### src/rtl/rgnd_pkg.sv
// Shared types and constants of the RGB to gray nearest-neighbor downscaler.
// No dependencies.
`default_nettype none

package rgnd_pkg;

    localparam int unsigned PIX_W           = 8;
    localparam int unsigned CFG_W           = 13;
    localparam int unsigned CFG_IDX_W       = 2;
    localparam int unsigned S_TDATA_W       = 3 * PIX_W;
    localparam int unsigned M_TDATA_W       = PIX_W;
    localparam int unsigned MAX_DIMENSION_DEF = 4096;

    localparam logic [CFG_W-1:0] SRC_WIDTH_RST  = CFG_W'(640);
    localparam logic [CFG_W-1:0] SRC_HEIGHT_RST = CFG_W'(480);
    localparam logic [CFG_W-1:0] DST_WIDTH_RST  = CFG_W'(80);
    localparam logic [CFG_W-1:0] DST_HEIGHT_RST = CFG_W'(30);

    // gray = floor((30r + 59g + 11b) / 100), done as a multiply by
    // ceil(2^20 / 100) = 10486 folded into each weight, exact for sums < 43690
    localparam int unsigned GRAY_SHIFT = 20;
    localparam int unsigned GRAY_SUM_W = 28;
    localparam logic [GRAY_SUM_W-1:0] COEF_R = GRAY_SUM_W'(30 * 10486);
    localparam logic [GRAY_SUM_W-1:0] COEF_G = GRAY_SUM_W'(59 * 10486);
    localparam logic [GRAY_SUM_W-1:0] COEF_B = GRAY_SUM_W'(11 * 10486);

    typedef enum logic [CFG_IDX_W-1:0] {
        REG_SRC_WIDTH  = 2'd0,
        REG_SRC_HEIGHT = 2'd1,
        REG_DST_WIDTH  = 2'd2,
        REG_DST_HEIGHT = 2'd3
    } t_cfg_idx;

endpackage

`default_nettype wire

### src/rtl/rgb_to_gray_nearest_downscaler_unit.sv
// Path from input accept to result valid: input register, then result register.
// Throughput: one input item per cycle unless stalled; at most one result per item.
// Decimation decision is a running add and compare per axis in the second stage.
// Reset: synchronous, active low; clears pipeline valids and position counters,
// and loads the size registers with 640x480 -> 80x30.
`default_nettype none

module rgb_to_gray_nearest_downscaler_unit #(
    parameter int unsigned MAX_DIMENSION = rgnd_pkg::MAX_DIMENSION_DEF
) (
    input  wire logic                            i_clk,
    input  wire logic                            i_rst_n,
    // config write port
    input  wire logic                            i_cfg_we,
    input  wire logic [rgnd_pkg::CFG_IDX_W-1:0]  i_cfg_index,
    input  wire logic [rgnd_pkg::CFG_W-1:0]      i_cfg_data,
    // input item
    input  wire logic                            i_s_tvalid,
    output logic                                 o_s_tready,
    input  wire logic [rgnd_pkg::S_TDATA_W-1:0]  i_s_tdata,   // red, green, blue
    // result item
    output logic                                 o_m_tvalid,
    input  wire logic                            i_m_tready,
    output logic [rgnd_pkg::M_TDATA_W-1:0]       o_m_tdata,   // gray
    output logic                                 o_m_tlast,   // row_end
    output logic                                 o_m_tuser    // frame_end
);
    import rgnd_pkg::*;

    localparam int unsigned DIM_W  = $clog2(MAX_DIMENSION + 1);
    localparam int unsigned PROD_W = 2 * DIM_W;
    localparam int unsigned CMP_W  = (CFG_W > DIM_W) ? CFG_W : DIM_W;

    logic [CFG_W-1:0]   r_src_width, r_src_height, r_dst_width, r_dst_height;

    logic               r_s1_valid;
    logic [PIX_W-1:0]   r_s1_red, r_s1_green, r_s1_blue;

    logic [DIM_W-1:0]   r_src_col, n_src_col, r_src_row, n_src_row;
    logic [DIM_W-1:0]   r_out_col, n_out_col, r_out_row, n_out_row;
    logic [PROD_W-1:0]  r_col_tgt, n_col_tgt, r_col_base, n_col_base;
    logic [PROD_W-1:0]  r_row_tgt, n_row_tgt, r_row_base, n_row_base;

    logic               r_out_valid, n_out_valid;
    logic [PIX_W-1:0]   r_out_gray;
    logic               r_out_row_end, r_out_frame_end;

    logic [DIM_W-1:0]   sw, sh, dw, dh, dw_raw, dh_raw;
    logic               s1_adv;
    logic               col_sel, row_sel, emit, row_end, frame_end, last_col, last_row;
    logic [GRAY_SUM_W-1:0] gray_sum;

    function automatic logic [DIM_W-1:0] clamp_dim(input logic [CFG_W-1:0] v);
        logic [CMP_W-1:0] ext;
        ext = CMP_W'(v);
        if (ext == '0) begin
            return DIM_W'(1);
        end else if (ext > CMP_W'(MAX_DIMENSION)) begin
            return DIM_W'(MAX_DIMENSION);
        end
        return DIM_W'(ext);
    endfunction

    // config registers
    always_ff @(posedge i_clk) begin
        if (!i_rst_n) begin
            r_src_width  <= SRC_WIDTH_RST;
            r_src_height <= SRC_HEIGHT_RST;
            r_dst_width  <= DST_WIDTH_RST;
            r_dst_height <= DST_HEIGHT_RST;
        end else if (i_cfg_we) begin
            case (t_cfg_idx'(i_cfg_index))
                REG_SRC_WIDTH:  r_src_width  <= i_cfg_data;
                REG_SRC_HEIGHT: r_src_height <= i_cfg_data;
                REG_DST_WIDTH:  r_dst_width  <= i_cfg_data;
                REG_DST_HEIGHT: r_dst_height <= i_cfg_data;
                default: ;
            endcase
        end
    end

    always_comb begin
        sw     = clamp_dim(r_src_width);
        sh     = clamp_dim(r_src_height);
        dw_raw = clamp_dim(r_dst_width);
        dh_raw = clamp_dim(r_dst_height);
        dw     = (dw_raw > sw) ? sw : dw_raw;
        dh     = (dh_raw > sh) ? sh : dh_raw;
    end

    assign s1_adv     = r_s1_valid && (!r_out_valid || i_m_tready);
    assign o_s_tready = !r_s1_valid || s1_adv;

    // input register
    always_ff @(posedge i_clk) begin
        if (!i_rst_n) begin
            r_s1_valid <= 1'b0;
        end else if (o_s_tready) begin
            r_s1_valid <= i_s_tvalid;
        end
    end

    always_ff @(posedge i_clk) begin
        if (o_s_tready && i_s_tvalid) begin
            r_s1_red   <= i_s_tdata[0*PIX_W +: PIX_W];
            r_s1_green <= i_s_tdata[1*PIX_W +: PIX_W];
            r_s1_blue  <= i_s_tdata[2*PIX_W +: PIX_W];
        end
    end

    assign gray_sum = GRAY_SUM_W'(r_s1_red)   * COEF_R
                    + GRAY_SUM_W'(r_s1_green) * COEF_G
                    + GRAY_SUM_W'(r_s1_blue)  * COEF_B;

    // selection and position update
    always_comb begin
        col_sel   = (r_out_col < dw) &&
                    ({1'b0, r_col_tgt} < ({1'b0, r_col_base} + (PROD_W+1)'(dw)));
        row_sel   = (r_out_row < dh) &&
                    ({1'b0, r_row_tgt} < ({1'b0, r_row_base} + (PROD_W+1)'(dh)));
        emit      = col_sel && row_sel;
        row_end   = emit && (({1'b0, r_out_col} + 1'b1) >= {1'b0, dw});
        frame_end = row_end && (({1'b0, r_out_row} + 1'b1) >= {1'b0, dh});
        last_col  = ({1'b0, r_src_col} + 1'b1) >= {1'b0, sw};
        last_row  = ({1'b0, r_src_row} + 1'b1) >= {1'b0, sh};

        n_src_col  = r_src_col;
        n_src_row  = r_src_row;
        n_out_col  = r_out_col;
        n_out_row  = r_out_row;
        n_col_tgt  = r_col_tgt;
        n_col_base = r_col_base;
        n_row_tgt  = r_row_tgt;
        n_row_base = r_row_base;

        if (s1_adv) begin
            if (last_col) begin
                n_src_col  = '0;
                n_out_col  = '0;
                n_col_tgt  = '0;
                n_col_base = '0;
                if (last_row) begin
                    n_src_row  = '0;
                    n_out_row  = '0;
                    n_row_tgt  = '0;
                    n_row_base = '0;
                end else begin
                    if (row_sel) begin
                        n_out_row = r_out_row + 1'b1;
                        n_row_tgt = r_row_tgt + PROD_W'(sh);
                    end
                    n_src_row  = r_src_row + 1'b1;
                    n_row_base = r_row_base + PROD_W'(dh);
                end
            end else begin
                if (col_sel) begin
                    n_out_col = r_out_col + 1'b1;
                    n_col_tgt = r_col_tgt + PROD_W'(sw);
                end
                n_src_col  = r_src_col + 1'b1;
                n_col_base = r_col_base + PROD_W'(dw);
            end
        end

        if (s1_adv) begin
            n_out_valid = emit;
        end else if (i_m_tready) begin
            n_out_valid = 1'b0;
        end else begin
            n_out_valid = r_out_valid;
        end
    end

    always_ff @(posedge i_clk) begin
        if (!i_rst_n) begin
            r_src_col   <= '0;
            r_src_row   <= '0;
            r_out_col   <= '0;
            r_out_row   <= '0;
            r_col_tgt   <= '0;
            r_col_base  <= '0;
            r_row_tgt   <= '0;
            r_row_base  <= '0;
            r_out_valid <= 1'b0;
        end else begin
            r_src_col   <= n_src_col;
            r_src_row   <= n_src_row;
            r_out_col   <= n_out_col;
            r_out_row   <= n_out_row;
            r_col_tgt   <= n_col_tgt;
            r_col_base  <= n_col_base;
            r_row_tgt   <= n_row_tgt;
            r_row_base  <= n_row_base;
            r_out_valid <= n_out_valid;
        end
    end

    // result register
    always_ff @(posedge i_clk) begin
        if (s1_adv && emit) begin
            r_out_gray      <= gray_sum[GRAY_SHIFT +: PIX_W];
            r_out_row_end   <= row_end;
            r_out_frame_end <= frame_end;
        end
    end

    assign o_m_tvalid = r_out_valid;
    assign o_m_tdata  = r_out_gray;
    assign o_m_tlast  = r_out_row_end;
    assign o_m_tuser  = r_out_frame_end;

endmodule

`default_nettype wire

### config.mk
export PLATFORM = sky130hd
export DESIGN_NAME = rgb_to_gray_nearest_downscaler_unit
export DESIGN_NICKNAME = d
export VERILOG_FILES = /design/src/rtl/rgnd_pkg.sv /design/src/rtl/rgb_to_gray_nearest_downscaler_unit.sv
export SDC_FILE = /design/constraint.sdc
export NUM_CORES = 1
export LEC_CHECK = 0
export ABC_AREA = 1
export BUFFER_PORTS_ARGS = -buffer_cell sky130_fd_sc_hd__buf_2
export CAP_MARGIN = 10
export CORE_MARGIN = 5
export CORE_UTILIZATION = 40
export CTS_CLUSTER_DIAMETER = 80
export DETAILED_ROUTE_END_ITERATION = 8
export PLACE_DENSITY = 0.55
export SYNTH_ARGS = -nofsm -noshare
export SYNTH_HDL_FRONTEND = slang
export SYNTH_SLANG_ARGS = --single-unit
### constraint.sdc
create_clock -name i_clk -period 7.1 [get_ports i_clk]
set_input_delay 1.065 -clock i_clk [delete_from_list [all_inputs] [get_ports i_clk]]
set_output_delay 1.065 -clock i_clk [all_outputs]
set_load 0.05 [all_outputs]
### After elaboration in Yosys (flattened, before gate mapping)

Cells that the tools add are included.

* add/subtract/negate cells: 16
* multiply operators: 3
* $lt $le $gt $ge: 14
* eq/ne operators: 3
* muxes and demuxes: 36
* reduce and logical (&&, ||, !) cells: 27

Operators by type and width (number)
* 13-bit 2-to-1 mux: 20
* 26-bit 2-to-1 mux: 6
* 26-bit by 13-bit adder with 26-bit output: 4
* 13-bit by 1-bit adder with 14-bit output, second input constant: 4
* 14-bit by 13-bit >= comparator with 1-bit output: 4
* 26-bit by 13-bit adder with 27-bit output: 2
* 26-bit by 27-bit less-than comparator with 1-bit output: 2
* 13-bit by 1-bit adder with 13-bit output, second input constant: 4
* 13-bit > comparator, second input constant: 4
* 13-bit zero test: 4
* 27-bit by 28-bit adder with 28-bit output: 1
* 28-bit by 25-bit adder with 28-bit output: 1
* 8-bit by 19-bit multiplier with 27-bit output, second input constant: 1
* 13-bit > comparator: 2
* 13-bit less-than comparator: 2
* 8-bit by 17-bit multiplier with 25-bit output, second input constant: 1
* 8-bit by 16-bit multiplier with 24-bit output, second input constant: 1
* 2-bit AND reduction: 6
* 1-bit 2-to-1 mux: 10
* 1-bit logical AND: 8
* 2-bit nonzero test: 3
* 2-bit == test, second input constant: 2
* 3-bit AND reduction: 1
* 2-bit by 1-bit == test with 1-bit output, second input constant: 1
* other kinds (3): 5

* register bits: 244
* input port bits: 44
* output and inout port bits: 12

### Depth between registers and ports, before layout

* depth in word-level cells: 12
* gate-level depth with buffers: 44

### Least setup slack after synthesis

No wires, ideal clock.

* kind: reg2reg
* start: register r_dst_width[0]
* end: register r_out_gray[0] (netlist: o_m_tdata[0]) (enable)
* library setup time: 334 ps
* arrival time: 5557 ps
* required time: 6766 ps
* path slack: 1209 ps
* cell stages (with the launch flop): 38
* path buffers: 3
* period minus slack after synthesis: 5891 ps
* cells stage by stage: dfxtp_1 nor4_1 nand4_1 nand2_1 clkbuf_1 nor2_1 ha_1 nand4_1 o221ai_1 a21oi_1 o21ai_0 nand2_1 nand2_1 nand2_1 clkbuf_1 o21ai_0 inv_1 ha_1 [... 2 more ...] a21oi_1 o21ai_0 nand2_1 nor2_1 nand2_1 xnor2_1 inv_1 ha_1 nand2_1 inv_1 nand4_1 nor2_1 nor2_2 nand3_2 inv_2 buf_6 nand3_1 inv_1

* longest elaborated chain between the ends: 11

Ends and longest elaborated chain
* start: declaration: RTL line rgb_to_gray_nearest_downscaler_unit.sv:34 `logic [CFG_W-1:0] r_src_width, r_src_height, r_dst_width, r_dst_height;`
* start signal: assignment: RTL line rgb_to_gray_nearest_downscaler_unit.sv:75 `REG_DST_WIDTH: r_dst_width <= i_cfg_data;`
* 13-bit > comparator: RTL line rgb_to_gray_nearest_downscaler_unit.sv:58 `end else if (ext > CMP_W'(MAX_DIMENSION)) begin`
* 1-bit 2-to-1 mux: RTL line rgb_to_gray_nearest_downscaler_unit.sv:58
* 1-bit 2-to-1 mux: RTL line rgb_to_gray_nearest_downscaler_unit.sv:56 `if (ext == '0) begin`
* 13-bit 2-to-1 mux (*): RTL line rgb_to_gray_nearest_downscaler_unit.sv:61 `return DIM_W'(ext);`
* 13-bit > comparator: RTL line rgb_to_gray_nearest_downscaler_unit.sv:87 `dw = (dw_raw > sw) ? sw : dw_raw;`
* 13-bit 2-to-1 mux (*): RTL line rgb_to_gray_nearest_downscaler_unit.sv:87
* 26-bit by 13-bit adder with 27-bit output: RTL line rgb_to_gray_nearest_downscaler_unit.sv:118 `({1'b0, r_col_tgt} < ({1'b0, r_col_base} + (PROD_W+1)'(dw)));`
* 26-bit by 27-bit less-than comparator with 1-bit output: RTL line rgb_to_gray_nearest_downscaler_unit.sv:118
* 1-bit logical AND (*): RTL line rgb_to_gray_nearest_downscaler_unit.sv:117 `col_sel = (r_out_col < dw) &&`
* 1-bit logical AND (*): RTL line rgb_to_gray_nearest_downscaler_unit.sv:121 `emit = col_sel && row_sel;`
* 1-bit logical AND (*): RTL line rgb_to_gray_nearest_downscaler_unit.sv:200 `if (s1_adv && emit) begin`
* end signal: assignment: RTL line rgb_to_gray_nearest_downscaler_unit.sv:201 `r_out_gray <= gray_sum[GRAY_SHIFT +: PIX_W];`
* end: declaration: RTL line rgb_to_gray_nearest_downscaler_unit.sv:45 `logic [PIX_W-1:0] r_out_gray;`

Every way passes the cells marked *; elsewhere a longest branch is shown, timed or not.
A chain may end at the register's enable or synchronous reset.

### Worst setup path after layout

* start: register r_s1_green[4]
* end: register r_out_gray[4] (netlist: o_m_tdata[4]), data pin

* longest elaborated chain between the ends: 3

Ends and longest elaborated chain
* start: declaration: RTL line rgb_to_gray_nearest_downscaler_unit.sv:37 `logic [PIX_W-1:0] r_s1_red, r_s1_green, r_s1_blue;`
* start signal: assignment: RTL line rgb_to_gray_nearest_downscaler_unit.sv:106 `r_s1_green <= i_s_tdata[1*PIX_W +: PIX_W];`
* 8-bit by 19-bit multiplier with 27-bit output: RTL line rgb_to_gray_nearest_downscaler_unit.sv:112 `+ GRAY_SUM_W'(r_s1_green) * COEF_G`
* 27-bit by 28-bit adder with 28-bit output: RTL line rgb_to_gray_nearest_downscaler_unit.sv:112
* 28-bit by 25-bit adder with 28-bit output: RTL line rgb_to_gray_nearest_downscaler_unit.sv:113 `+ GRAY_SUM_W'(r_s1_blue) * COEF_B;`
* net gray_sum[24]: RTL line rgb_to_gray_nearest_downscaler_unit.sv:51 `logic [GRAY_SUM_W-1:0] gray_sum;`

The timed path passes the listed nets, and every way through them passes these cells.

==> impl_metrics.toml <==
[synthesis]
yosys.cell_types.count = 59
ys.flop_type = "dfxtp_1"
ys_top_cells_by_area = "ha_1 (21%), dfxtp_1 (17%), nand2_1 (8.4%)"
ys_ff_latch = 244
yosysTopAreaCell = "ha_1"
synth.net_count = 3954
postSynthCellCount = 3393
syn_area_per_cell_um2 = 7.42
synthArstFlopShare_pct = 0
ys_warn_count = 0
synth_commonest_cells = "nand2_1 (562), inv_1 (495), ha_1 (426)"
yosysSeqAreaShare_pct = 20.8
synth_top_area_share_pct = 21.2
netlist_area_um2 = 25200
yosysMostFrequentCell = "nand2_1"
synth_edf_count = 34

[pwr]
p_seq_share_pct = 18.5
pwr-share-clk_pct = 19.8
irDropWorstVdd_v = 0.000453
comb_power_share_pct = 61.7
intPower_mw = 4.70
finalPower_mw = 8.91
switchingPower_mw = 4.20
leakage_nw = 13.3
p_sw_share_pct = 47.2
power_density_nw_per_um2 = 322

[layout]
nets = 4012
antenna_cells = 0
fin_area_um2 = 27700
post-route-util_pct = 44.1
final_layout_size_suffix_gt1_share_pct = 6.59
syn2layout_area_growth_pct = 10.0

[route]
viasPerCell = 5.04
wl_per_cell_um = 15.5
dr.first_iter.drc_count = 1149
firstDrtPassIters = 5
vias = 21800
routed_wl_mm = 66.9
drc = 0
ant_nets = 0

[grt]
grt_pass1_wl_mm = 109
grt_antenna_before_repair = 0
grt_pass1_vias = 21200
gr-total-overflow = 0
grt.total_usage_pct = 19.5
grt_max_degree = 65

[outcome]
status = "complete, no violations"

[sta]
max_freq_mhz = 151
finClkSkew_ns = 0.0343
min_period_ns = 6.62
worst_slew_pin_slew_ns = 0.893
whs_ns = 0.471
hold_violations = 0
final_max_slew_viol_count = 0
tns_ns = 0
slew_headroom_pct = 40.0
setup_viol = 0
period_share_pct = 93.2

[clocking]
cts.path.max_buffers = 3
cts_resized = 0
post-cts-setup-buffers = 0
numCtsBuffers = 34
root_buffer = "clkbuf_16"
clk_pin_slew_ns = 0.06
insertion_delay_ns = 0.57
postCtsHoldBufs = 0
clock_sinks = 244
cts_tree = "yes"
htreeDepth = 2

[placement]
dpl-instance-area_um2 = 26400
port_buffers = 55
dpl.hpwl_mm = 52.6
gp_congestion = 0.861

[min_path]
hp-class = "reg2reg"
hp-start = "r_col_base[6]"
worst_hold_path.endpoint = "r_col_base[6]"
hold_depth = 2

[floorplanning]
die_y_um = 261
core-area_um2 = 62700
io_pins = 56
die_x_um = 261
die-area_um2 = 68000
std_cell_rows = 92
start_util_pct = 40.1

[setup_path]
worstReg2RegStart = "r_s1_green[4]"
worstPathRequired_ns = 7.38
crit_path_start = "r_s1_green[4]"
crit_path_end_kind = "flop"
criticalPathCategory = "reg2reg"
ff2ff_path_depth = 24
worstPathArrival_ns = 6.90
critPathMaxFanout = 7
worstReg2RegEnd = "o_m_tdata[4]"
r2r_slack_ns = 0.48
cp-start-kind = "flop"

[run]
timing.max_cap.violations = 0
==> worst max-delay path: stages (launching register included) <==
cell and delay (ns):
edfxtp_1 0.58, ha_1 0.40, ha_1 0.28, inv_1 0.05, fa_1 0.50, inv_1 0.05, fa_1 0.50, ha_1 0.38
nand2_1 0.09, o221ai_1 0.28, nand2_1 0.08, nand2_1 0.09, a31oi_1 0.06, o21ai_0 0.36, nand2_1 0.10, nand2_1 0.09
xor2_1 0.34, fa_1 0.49, ha_1 0.36, nand3_1 0.14, nor4_1 0.27, a21oi_1 0.16, o21ai_0 0.38, a21oi_1 0.14
xor2_1 0.17
==> cell usage in the layout, fill, tap and decap left out, types with 30 or more instances in the layout <==
cell type | synthesis | routed
nand2_1 | 562 | 559
inv_1 | 495 | 493
ha_1 | 426 | 426
a21oi_1 | 344 | 343
nor2_1 | 306 | 302
dfxtp_1 | 210 | 210
nand3_1 | 203 | 200
o21ai_0 | 187 | 181
xor2_1 | 122 | 122
fa_1 | 91 | 90
buf_2 | 15 | 55
xnor2_1 | 46 | 46
buf_4 | 13 | 43
nor3_1 | 40 | 40
nand4_1 | 39 | 39
clkbuf_16 | 0 | 36
edfxtp_1 | 34 | 34
a22oi_1 | 30 | 30
==> worst max path at each step <==
stage | endpoint
floorplan | o_m_tdata[0]
global placement | o_m_tdata[1]
detailed placement | o_m_tdata[2]
CTS | o_m_tdata[2]
global route | o_m_tdata[2]
finish | o_m_tdata[4]
==> cell families (layout without fill, tap and decap cells) <==
kind of cell | Yosys count | in the layout | synth area share [%]
xor+xnor | 168 | 168 | 5.85
flops | 244 | 244 | 20.8
buf+inv | 583 | 667 | 9.41
fa+ha+maj | 517 | 517 | 28.4
compound gates | 666 | 666 | 14.7
simple gates | 1215 | 1215 | 20.9
==> cell type report <==
| cell class | instances | area (um^2) |
|---|---|---|
| Multi-Input combinational cell | 2566 | 17600 |
| Timing Repair inverter | 1 | 7.51 |
| Clock inverter | 13 | 153 |
| Inverter | 502 | 1900 |
| Tap cell | 846 | 1060 |
| Sequential cell | 244 | 5230 |
| Fill cell | 6433 | 35000 |
| Clock buffer | 49 | 1020 |
| Timing Repair Buffer | 102 | 691 |
==> per-stage QoR <==
step,setup WS [ns],std cells
global placement,0.320,4259
CTS,0.207,4321
global route,-0.00626,4323
floorplan,1.21,3393
detailed placement,0.239,4259
finish,0.481,4323
==> state kept, by name, indices dropped and copies added, names as in the netlist, 26 cells and up <==
register / count
r_col_tgt: 26
r_col_base: 26
r_row_base: 26
r_row_tgt: 26
==> layer usage <==
metal / wire length [um] / global-route usage, %
met4: 1110 / 3.93
met5: 0 / 0
met2: 31600 / 34.0
met3: 2620 / 2.34
met1: 31500 / 26.2
==> power groups by stage <==
stage / clock network, mW / registers [mW] / logic (mW)
floorplan: 0 / 1.75 / 4.07
global placement: 0 / 1.68 / 5.50
detailed placement: 0 / 1.68 / 5.49
CTS: 1.83 / 1.65 / 5.53
global route: 1.89 / 1.65 / 6.33
finish: 1.77 / 1.65 / 5.50
No activity file was read; power rests on OpenSTA's default activity.
